### src/rtl/core/assert_macros.svh
// assertion helpers for the rtl
`ifndef ASSERT_MACROS_SVH
`define ASSERT_MACROS_SVH

// checked only while out of reset
`define ASSERT_CLK(label, clk, rst_n, prop, msg) \
    label: assert property (@(posedge clk) disable iff (!rst_n) prop) else $error(msg);

// checked at every edge, reset included
`define ASSERT_ALWAYS(label, clk, prop, msg) \
    label: assert property (@(posedge clk) prop) else $error(msg);

`endif

### src/rtl/core/psc_pkg.sv
package psc_pkg;

    // config register indexes
    localparam int unsigned CFG_IDX_W = 3;
    localparam logic [CFG_IDX_W-1:0] CFG_GAIN_PROP   = 3'd0;
    localparam logic [CFG_IDX_W-1:0] CFG_GAIN_INTEG  = 3'd1;
    localparam logic [CFG_IDX_W-1:0] CFG_GAIN_DERIV  = 3'd2;
    localparam logic [CFG_IDX_W-1:0] CFG_INTEG_LIMIT = 3'd3;
    localparam logic [CFG_IDX_W-1:0] CFG_STEER_LIMIT = 3'd4;
    localparam logic [CFG_IDX_W-1:0] CFG_OUT_LOW     = 3'd5;
    localparam logic [CFG_IDX_W-1:0] CFG_OUT_HIGH    = 3'd6;

    localparam int unsigned CFG_DATA_W = 16;

    // reset values
    localparam logic signed [15:0] RST_GAIN_PROP   = 16'sd256;
    localparam logic signed [15:0] RST_GAIN_INTEG  = 16'sd256;
    localparam logic signed [15:0] RST_GAIN_DERIV  = 16'sd256;
    localparam logic        [14:0] RST_INTEG_LIMIT = 15'd26;
    localparam logic        [14:0] RST_STEER_LIMIT = 15'd7424;
    localparam logic signed [15:0] RST_OUT_LOW     = -16'sd25600;
    localparam logic signed [15:0] RST_OUT_HIGH    = 16'sd25600;

    // saturation bounds of a q7.8 word
    localparam logic signed [15:0] Q16_MAX = 16'sh7fff;
    localparam logic signed [15:0] Q16_MIN = 16'sh8000;

    typedef logic signed [15:0] t_q16;

    typedef struct packed {
        logic signed [15:0] gain_prop;
        logic signed [15:0] gain_integ;
        logic signed [15:0] gain_deriv;
        logic        [14:0] integ_limit;
        logic        [14:0] steer_limit;
        logic signed [15:0] out_low;
        logic signed [15:0] out_high;
    } t_cfg;

    typedef struct packed {
        logic signed [15:0] drive;
        logic               clamped;
    } t_result;

endpackage

### src/rtl/core/psc_cfg_regs.sv
module psc_cfg_regs (
    input  logic                                i_clk,
    input  logic                                i_rst_n,
    input  logic                                i_cfg_we,
    input  logic [psc_pkg::CFG_IDX_W-1:0]       i_cfg_index,
    input  logic [psc_pkg::CFG_DATA_W-1:0]      i_cfg_data,
    output psc_pkg::t_cfg                       o_cfg
);
    import psc_pkg::*;

    t_cfg r_cfg;

    always_ff @(posedge i_clk) begin
        if (!i_rst_n) begin
            r_cfg.gain_prop   <= RST_GAIN_PROP;
            r_cfg.gain_integ  <= RST_GAIN_INTEG;
            r_cfg.gain_deriv  <= RST_GAIN_DERIV;
            r_cfg.integ_limit <= RST_INTEG_LIMIT;
            r_cfg.steer_limit <= RST_STEER_LIMIT;
            r_cfg.out_low     <= RST_OUT_LOW;
            r_cfg.out_high    <= RST_OUT_HIGH;
        end else if (i_cfg_we) begin
            case (i_cfg_index)
                CFG_GAIN_PROP:   r_cfg.gain_prop   <= i_cfg_data;
                CFG_GAIN_INTEG:  r_cfg.gain_integ  <= i_cfg_data;
                CFG_GAIN_DERIV:  r_cfg.gain_deriv  <= i_cfg_data;
                CFG_INTEG_LIMIT: r_cfg.integ_limit <= i_cfg_data[14:0];
                CFG_STEER_LIMIT: r_cfg.steer_limit <= i_cfg_data[14:0];
                CFG_OUT_LOW:     r_cfg.out_low     <= i_cfg_data;
                CFG_OUT_HIGH:    r_cfg.out_high    <= i_cfg_data;
                default: ;
            endcase
        end
    end

    assign o_cfg = r_cfg;

endmodule

### src/rtl/core/psc_term.sv
module psc_term (
    input  logic signed [15:0] i_gain,
    input  logic signed [17:0] i_value,
    output logic signed [15:0] o_term,
    output logic               o_sat
);
    import psc_pkg::*;

    logic signed [33:0] w_prod;
    logic signed [25:0] w_shr;

    assign w_prod = 34'(i_gain) * 34'(i_value);
    // floor shift by 8 back to q7.8
    assign w_shr  = w_prod[33:8];
    assign o_sat  = !((&w_shr[25:15]) || (~|w_shr[25:15]));
    assign o_term = o_sat ? (w_shr[25] ? Q16_MIN : Q16_MAX) : w_shr[15:0];

endmodule

### src/rtl/core/psc_core.sv
module psc_core (
    input  logic               i_clk,
    input  logic               i_rst_n,
    input  logic               i_step,
    input  psc_pkg::t_cfg      i_cfg,
    input  logic signed [15:0] i_target,
    input  logic signed [15:0] i_measured,
    output psc_pkg::t_result   o_result
);
    import psc_pkg::*;

    logic signed [15:0] r_integ;
    logic signed [16:0] r_prev;

    logic signed [16:0] w_sl;
    logic signed [16:0] w_tgt;
    logic signed [16:0] w_tgt_c;
    logic signed [17:0] w_err_full;
    logic signed [16:0] w_err;
    logic signed [17:0] w_il;
    logic signed [17:0] w_isum;
    logic signed [17:0] w_integ;
    logic signed [17:0] w_deriv;
    logic signed [15:0] w_tp, w_ti, w_td;
    logic               w_sp, w_si, w_sd;
    logic signed [17:0] w_sum;
    logic               w_sum_ovf;
    logic signed [15:0] w_sum16;
    logic signed [15:0] w_drive;
    logic               w_lim;

    // target clip
    assign w_sl  = signed'({2'b00, i_cfg.steer_limit});
    assign w_tgt = 17'(i_target);
    always_comb begin
        w_tgt_c = w_tgt;
        if (w_tgt > w_sl)  w_tgt_c = w_sl;
        if (w_tgt < -w_sl) w_tgt_c = -w_sl;
    end

    assign w_err_full = 18'(w_tgt_c) - 18'(i_measured);
    assign w_err      = w_err_full[16:0];

    // integral with symmetric clamp
    assign w_il   = signed'({3'b000, i_cfg.integ_limit});
    assign w_isum = 18'(r_integ) + 18'(w_err);
    always_comb begin
        w_integ = w_isum;
        if (w_isum > w_il)  w_integ = w_il;
        if (w_isum < -w_il) w_integ = -w_il;
    end

    assign w_deriv = 18'(w_err) - 18'(r_prev);

    psc_term u_term_p (
        .i_gain  (i_cfg.gain_prop),
        .i_value (18'(w_err)),
        .o_term  (w_tp),
        .o_sat   (w_sp)
    );

    psc_term u_term_i (
        .i_gain  (i_cfg.gain_integ),
        .i_value (w_integ),
        .o_term  (w_ti),
        .o_sat   (w_si)
    );

    psc_term u_term_d (
        .i_gain  (i_cfg.gain_deriv),
        .i_value (w_deriv),
        .o_term  (w_td),
        .o_sat   (w_sd)
    );

    assign w_sum     = 18'(w_tp) + 18'(w_ti) + 18'(w_td);
    assign w_sum_ovf = !((&w_sum[17:15]) || (~|w_sum[17:15]));
    assign w_sum16   = w_sum_ovf ? (w_sum[17] ? Q16_MIN : Q16_MAX) : w_sum[15:0];

    // low limit first, high limit wins when inverted
    always_comb begin
        w_drive = w_sum16;
        w_lim   = 1'b0;
        if (w_drive < i_cfg.out_low) begin
            w_drive = i_cfg.out_low;
            w_lim   = 1'b1;
        end
        if (w_drive > i_cfg.out_high) begin
            w_drive = i_cfg.out_high;
            w_lim   = 1'b1;
        end
    end

    assign o_result.drive   = w_drive;
    assign o_result.clamped = w_sp | w_si | w_sd | w_sum_ovf | w_lim;

    always_ff @(posedge i_clk) begin
        if (!i_rst_n) begin
            r_integ <= '0;
            r_prev  <= '0;
        end else if (i_step) begin
            r_integ <= w_integ[15:0];
            r_prev  <= w_err;
        end
    end

endmodule

### src/rtl/core/pid_steering_controller.sv
// pid steering controller, one drive value per accepted sample
// path: input transfer into the input reg, then the pid result into the result reg (output valid)
// throughput: 1 sample per cycle while the output is not stalled, set by the single pass pid math between the two regs
// reset: synchronous active low; clears valids, integral and previous error,
// and loads the config registers with their defaults
module pid_steering_controller (
    input  logic                           i_clk,
    input  logic                           i_rst_n,
    // config write port
    input  logic                           i_cfg_we,
    input  logic [psc_pkg::CFG_IDX_W-1:0]  i_cfg_index,
    input  logic [psc_pkg::CFG_DATA_W-1:0] i_cfg_data,
    // sample input channel
    input  logic                           i_in_valid,
    output logic                           o_in_ready,
    input  logic signed [15:0]             i_angle_target,
    input  logic signed [15:0]             i_angle_measured,
    // drive output channel
    output logic                           o_out_valid,
    input  logic                           i_out_ready,
    output logic signed [15:0]             o_drive,
    output logic                           o_clamped
);
    import psc_pkg::*;

    `include "assert_macros.svh"

    t_cfg    w_cfg;
    t_result w_result;

    // input register
    logic               r_in_vld;
    logic signed [15:0] r_tgt;
    logic signed [15:0] r_meas;

    // result register
    logic               r_out_vld;
    logic signed [15:0] r_drive;
    logic               r_clamped;

    logic w_in_xfer;
    logic w_move;

    // the sample in the input reg moves on when the result reg is free or drains
    assign w_move     = r_in_vld && (!r_out_vld || i_out_ready);
    assign o_in_ready = !r_in_vld || w_move;
    assign w_in_xfer  = i_in_valid && o_in_ready;

    psc_cfg_regs u_cfg_regs (
        .i_clk       (i_clk),
        .i_rst_n     (i_rst_n),
        .i_cfg_we    (i_cfg_we),
        .i_cfg_index (i_cfg_index),
        .i_cfg_data  (i_cfg_data),
        .o_cfg       (w_cfg)
    );

    // pid math; controller state advances once per moved sample
    psc_core u_core (
        .i_clk      (i_clk),
        .i_rst_n    (i_rst_n),
        .i_step     (w_move),
        .i_cfg      (w_cfg),
        .i_target   (r_tgt),
        .i_measured (r_meas),
        .o_result   (w_result)
    );

    // input register control
    always_ff @(posedge i_clk) begin
        if (!i_rst_n) begin
            r_in_vld <= 1'b0;
        end else if (w_in_xfer) begin
            r_in_vld <= 1'b1;
        end else if (w_move) begin
            r_in_vld <= 1'b0;
        end
    end

    // input payload, no reset needed
    always_ff @(posedge i_clk) begin
        if (w_in_xfer) begin
            r_tgt  <= i_angle_target;
            r_meas <= i_angle_measured;
        end
    end

    // result register control
    always_ff @(posedge i_clk) begin
        if (!i_rst_n) begin
            r_out_vld <= 1'b0;
        end else if (w_move) begin
            r_out_vld <= 1'b1;
        end else if (i_out_ready) begin
            r_out_vld <= 1'b0;
        end
    end

    // result payload
    always_ff @(posedge i_clk) begin
        if (w_move) begin
            r_drive   <= w_result.drive;
            r_clamped <= w_result.clamped;
        end
    end

    assign o_out_valid = r_out_vld;
    assign o_drive     = r_drive;
    assign o_clamped   = r_clamped;

    // a sample that cannot move on stays in the input reg
    `ASSERT_CLK(a_in_hold, i_clk, i_rst_n, (r_in_vld && !w_move) |=> r_in_vld, "input sample lost")
    // a moved sample always lands in the result reg
    `ASSERT_CLK(a_move_fills, i_clk, i_rst_n, w_move |=> r_out_vld, "moved sample not held as result")
    // both stages are empty right after reset
    `ASSERT_ALWAYS(a_reset_empty, i_clk, $past(!i_rst_n) |-> (!r_in_vld && !r_out_vld), "valid after reset")

endmodule

### config.mk
export PLATFORM = sky130hd
export DESIGN_NAME = pid_steering_controller
export DESIGN_NICKNAME = d
export VERILOG_FILES = /design/src/rtl/core/psc_pkg.sv /design/src/rtl/core/psc_cfg_regs.sv /design/src/rtl/core/psc_term.sv /design/src/rtl/core/psc_core.sv /design/src/rtl/core/pid_steering_controller.sv
export VERILOG_INCLUDE_DIRS = /design/src /design/src/rtl/core
export SDC_FILE = /design/constraint.sdc
export NUM_CORES = 2
export LEC_CHECK = 0
export ABC_AREA = 0
export BUFFER_PORTS_ARGS = -buffer_cell sky130_fd_sc_hd__buf_2
export CORE_MARGIN = 2
export CORE_UTILIZATION = 40
export CTS_BUF_LIST = sky130_fd_sc_hd__clkbuf_2 sky130_fd_sc_hd__clkbuf_4 sky130_fd_sc_hd__clkbuf_8
export DETAILED_ROUTE_END_ITERATION = 6
export PLACE_DENSITY = 0.6
export SKIP_LAST_GASP = 1
export SYNTH_ARGS = -nofsm -noshare
export SYNTH_HDL_FRONTEND = slang
export SYNTH_HIERARCHICAL = 1
export SYNTH_SLANG_ARGS = --single-unit
### constraint.sdc
create_clock -name i_clk -period 25.7 [get_ports i_clk]
set_input_delay 1.285 -clock i_clk [delete_from_list [all_inputs] [get_ports i_clk]]
set_output_delay 1.285 -clock i_clk [all_outputs]
set_load 0.005 [all_outputs]
==> flow_summary.toml <==
[yosys]
syn_nets = 6827
yosysWarningCount = 6
synth_flop_cell = "dfxtp_1"
syn-cell-area_um2 = 48310
avgSynthCellArea_um2 = 8.831
ys_seq_area_share_pct = 9.055
synthArstFlopShare_pct = 0
ys_seq_elements = 194
synthDistinctLibCells = 116
yosys.area.top_type = "fa_1"
yosysTopAreaCellShare_pct = 36.76
syn_inst = 5470
synth-edff-count = 49
yosys-top-cells-area = "fa_1 37%, ha_1 11%, inv_1 9.0%"

[finish]
final_layout_size_suffix_gt1_share_pct = 5.972
syn_to_final_growth_pct = 5.647
final_util_pct = 42.59
layout.nets = 6786
stdcell_count = 7056
num-fill-cells = 12099

[drt]
wl_per_cell_um = 19.93
drt_iter0_markers = 2526
drt_wl_total_um = 140600
drc = 0
ant_nets = 0
dr.pass1.iters = 6
route.vias.total = 37161
routed_via_density = 5.267

[timing]
max_freq_mhz = 41.82
rsz0062_at_grt = "false"
finalSetupViolCount = 0
setup-tns-final_ns = 0
drv_slew = 0
maxSlewHeadroom_pct = 20.92
finClkSkew_ns = 0.02819
holdWs_ns = 0.4811
period_share_pct = 93.05
worst_pin_slew_ns = 1.183
finalCriticalPeriod_ns = 23.91
finalHoldViolCount = 0

[clock_tree]
cts_root_buf = "clkbuf_8"
clk_path_buf_depth = 2
cts_sinks = 194
cts_tree = "built"
clkTransAtPathRegs_ns = 0.10
numCtsBuffers = 17
clock_latency_ns = 0.59
cts-htree-levels = 4

[setup_path]
r2r_slack_ns = 1.79
critPathKind = "reg -> reg"
reg2reg_to = "o_clamped"
cp_max_fo = 27
cp_data_arrival_time_ns = 24.23
r2r-start = "u_cfg_regs/o_cfg[33]"
end_kind = "flop"
crit_path_max_incr_delay_ns = 0.63
rr_worst_depth = 101
crit_path_start = "u_cfg_regs/o_cfg[33]"
crit_path_top_delay_cell = "or4b_2"
start_kind = "flop"
endpoint = "o_clamped"
cp_data_required_time_ns = 26.02

[grt]
antenna_found_initial = 6
grt_overflow_total = 0
grt_use_total_pct = 23.46
grt_max_degree = 77
grt_pass1_wl_um = 223400
grt_pass1_vias = 39248

[floorplanning]
ios = 75
die-area_um2 = 123600
start_util_pct = 40.32
core_area_um2 = 119800
die_x_um = 351.5
die_h_um = 351.5
rows = 127

[place]
detailed_place_hpwl_um = 111800
gp_congestion = 0.9017
port_buffers = 74
placed_cells = 7014

[outcome]
status = "finished clean"

[min_path]
hold_path.class = "reg -> reg"

[flow_run]
maxCapViolCount = 0
critical path: cells and delay by family (launching register included):
family	cells	cell delay, ns
flip-flops	1	0.34
buffers and inverters	9	1.28
AO/OA/AOI/OAI	36	7.42
AND/OR/NAND/NOR	33	6.77
XOR/XNOR	3	0.61
multiplexers	2	0.58
adder cells (fa/ha/maj)	18	6.63
placed cells by master, fill, tap and decap left out, types with 9 or more instances in the layout:
cell / netlist / routed
xnor2_2: 1 / 10
a211oi_1: 15 / 15
xor2_1: 42 / 39
buf_2: 28 / 73
nor3_2: 0 / 9
o22ai_1: 10 / 10
a21oi_1: 185 / 183
nand4_1: 44 / 44
inv_1: 1153 / 1153
o21a_1: 46 / 46
nand2b_1: 37 / 37
fa_1: 887 / 887
nor3_1: 49 / 38
ha_1: 414 / 414
mux2i_1: 129 / 129
o41ai_1: 10 / 10
nor2_1: 218 / 215
clkbuf_8: 0 / 19
nand2_1: 649 / 643
a21o_1: 58 / 58
edfxtp_1: 49 / 49
mux2_2: 24 / 24
o21bai_1: 14 / 14
and3_1: 19 / 19
or3_1: 20 / 20
o211ai_1: 24 / 24
xnor2_1: 129 / 120
and2_1: 409 / 409
a21oi_2: 13 / 14
and4_1: 13 / 13
o31ai_1: 10 / 9
dfxtp_1: 145 / 145
o21ai_0: 130 / 130
buf_4: 3 / 65
nand3_1: 46 / 45
nor2b_1: 69 / 68
a21boi_0: 10 / 10
a31oi_1: 14 / 13
sequential cells by signal, summed over array words and instances, names as in the netlist, 16 cells and up:
signal / flops
r_tgt: 16
u_cfg_regs/o_cfg: 110
o_drive: 16
u_core/r_prev: 17
r_meas: 16
u_core/r_integ: 16
what timing repair did:
item | CTS | global route
setup endpoints to repair | 0 | 17
gates resized for setup | 0 | 22
hold buffers | 0 | 0
buffers inserted | 0 | 6
area by class of cell:
type	count	area, um^2	share of cell area (%)
tap	1612	2017	3.952
multi-input combinational	3923	38990	76.41
sequential	194	4374	8.571
clock inverter	12	168.9	0.3310
antenna	2	5.005	0.009807
clock buffer	20	269.0	0.5271
timing repair buffer	139	873.3	1.711
inverter	1154	4332	8.488
kinds of logic (layout without fill, tap and decap cells):
kind of cell / after synthesis / count (layout) / share of synthesized area (%)
and+or+nand+nor: 1632 / 1634 / 16.76
buffers and inverters: 1355 / 1325 / 10.82
adders and majority gates: 1301 / 1301 / 47.48
AOI/OAI and AO/OA: 654 / 654 / 9.221
DFF: 194 / 194 / 9.055
xor gates and xnor gates: 173 / 173 / 3.181
muxes: 161 / 161 / 3.481
other: 0 / 2 / 0
cells in the mapped netlist (6+ instances only):
cell         n
edfxtp_1    49
o211a_1      7
nor4_1       8
o211ai_1    24
a31o_2       7
xnor2_1    129
mux2_4       8
nor2b_1     69
clkbuf_1   156
ha_1       414
o21bai_1    14
and2_1     409
o22ai_1     10
nor2_1     218
o21ai_0    130
nor3b_1      6
o21a_1      46
o31ai_1     10
xor2_1      42
a21oi_1    185
nand2_1    649
mux2_2      24
fa_1       887
nor3_1      49
a31oi_1     14
or2_2        8
a211oi_1    15
and4_1      13
buf_6        8
a21oi_2     13
mux2i_1    129
nand3_1     46
o41ai_1     10
a21o_1      58
or3_1       20
dfxtp_1    145
buf_2       28
o21ai_1      8
nand4_1     44
and3_1      19
a21boi_0    10
nand2b_1    37
inv_1     1153
layer usage:
layer / up-vias / global-route usage, % / wire, um
met5: - / 0 / 13
met4: 2 / 6.977 / 4296
met3: 211 / 3.428 / 8324
met2: 1042 / 39.56 / 67020
met1: 18951 / 31.18 / 60980
li1: 16955 / - / -
stage by stage:
stage / cell area, um^2 / setup slack, ns
finish: 51030 / 1.786
global route: 51030 / 0.07633
CTS: 50860 / 0.8040
detailed placement: 50420 / 0.9490
global placement: 50420 / 1.502
floorplan: 48310 / 4.082
how the worst min path moves through the flow:
stage                          from                    to  slack [ns]  depth (start not counted)
6_report        u_cfg_regs/o_cfg[4]   u_cfg_regs/o_cfg[4]        0.48                          2
5_1_grt         u_cfg_regs/o_cfg[9]   u_cfg_regs/o_cfg[9]        0.51                          2
4_1_cts         u_cfg_regs/o_cfg[4]   u_cfg_regs/o_cfg[4]        0.49                          2
3_5_place_dp    u_cfg_regs/o_cfg[3]   u_cfg_regs/o_cfg[3]        0.47                          2
3_3_place_gp   u_cfg_regs/o_cfg[11]  u_cfg_regs/o_cfg[11]        0.46                          2
2_1_floorplan  u_cfg_regs/o_cfg[85]  u_cfg_regs/o_cfg[85]        0.43                          2
Power is left out: the tool's default activity adds up to more than one toggle a clock period on the data nets, which glitch-free logic cannot reach.
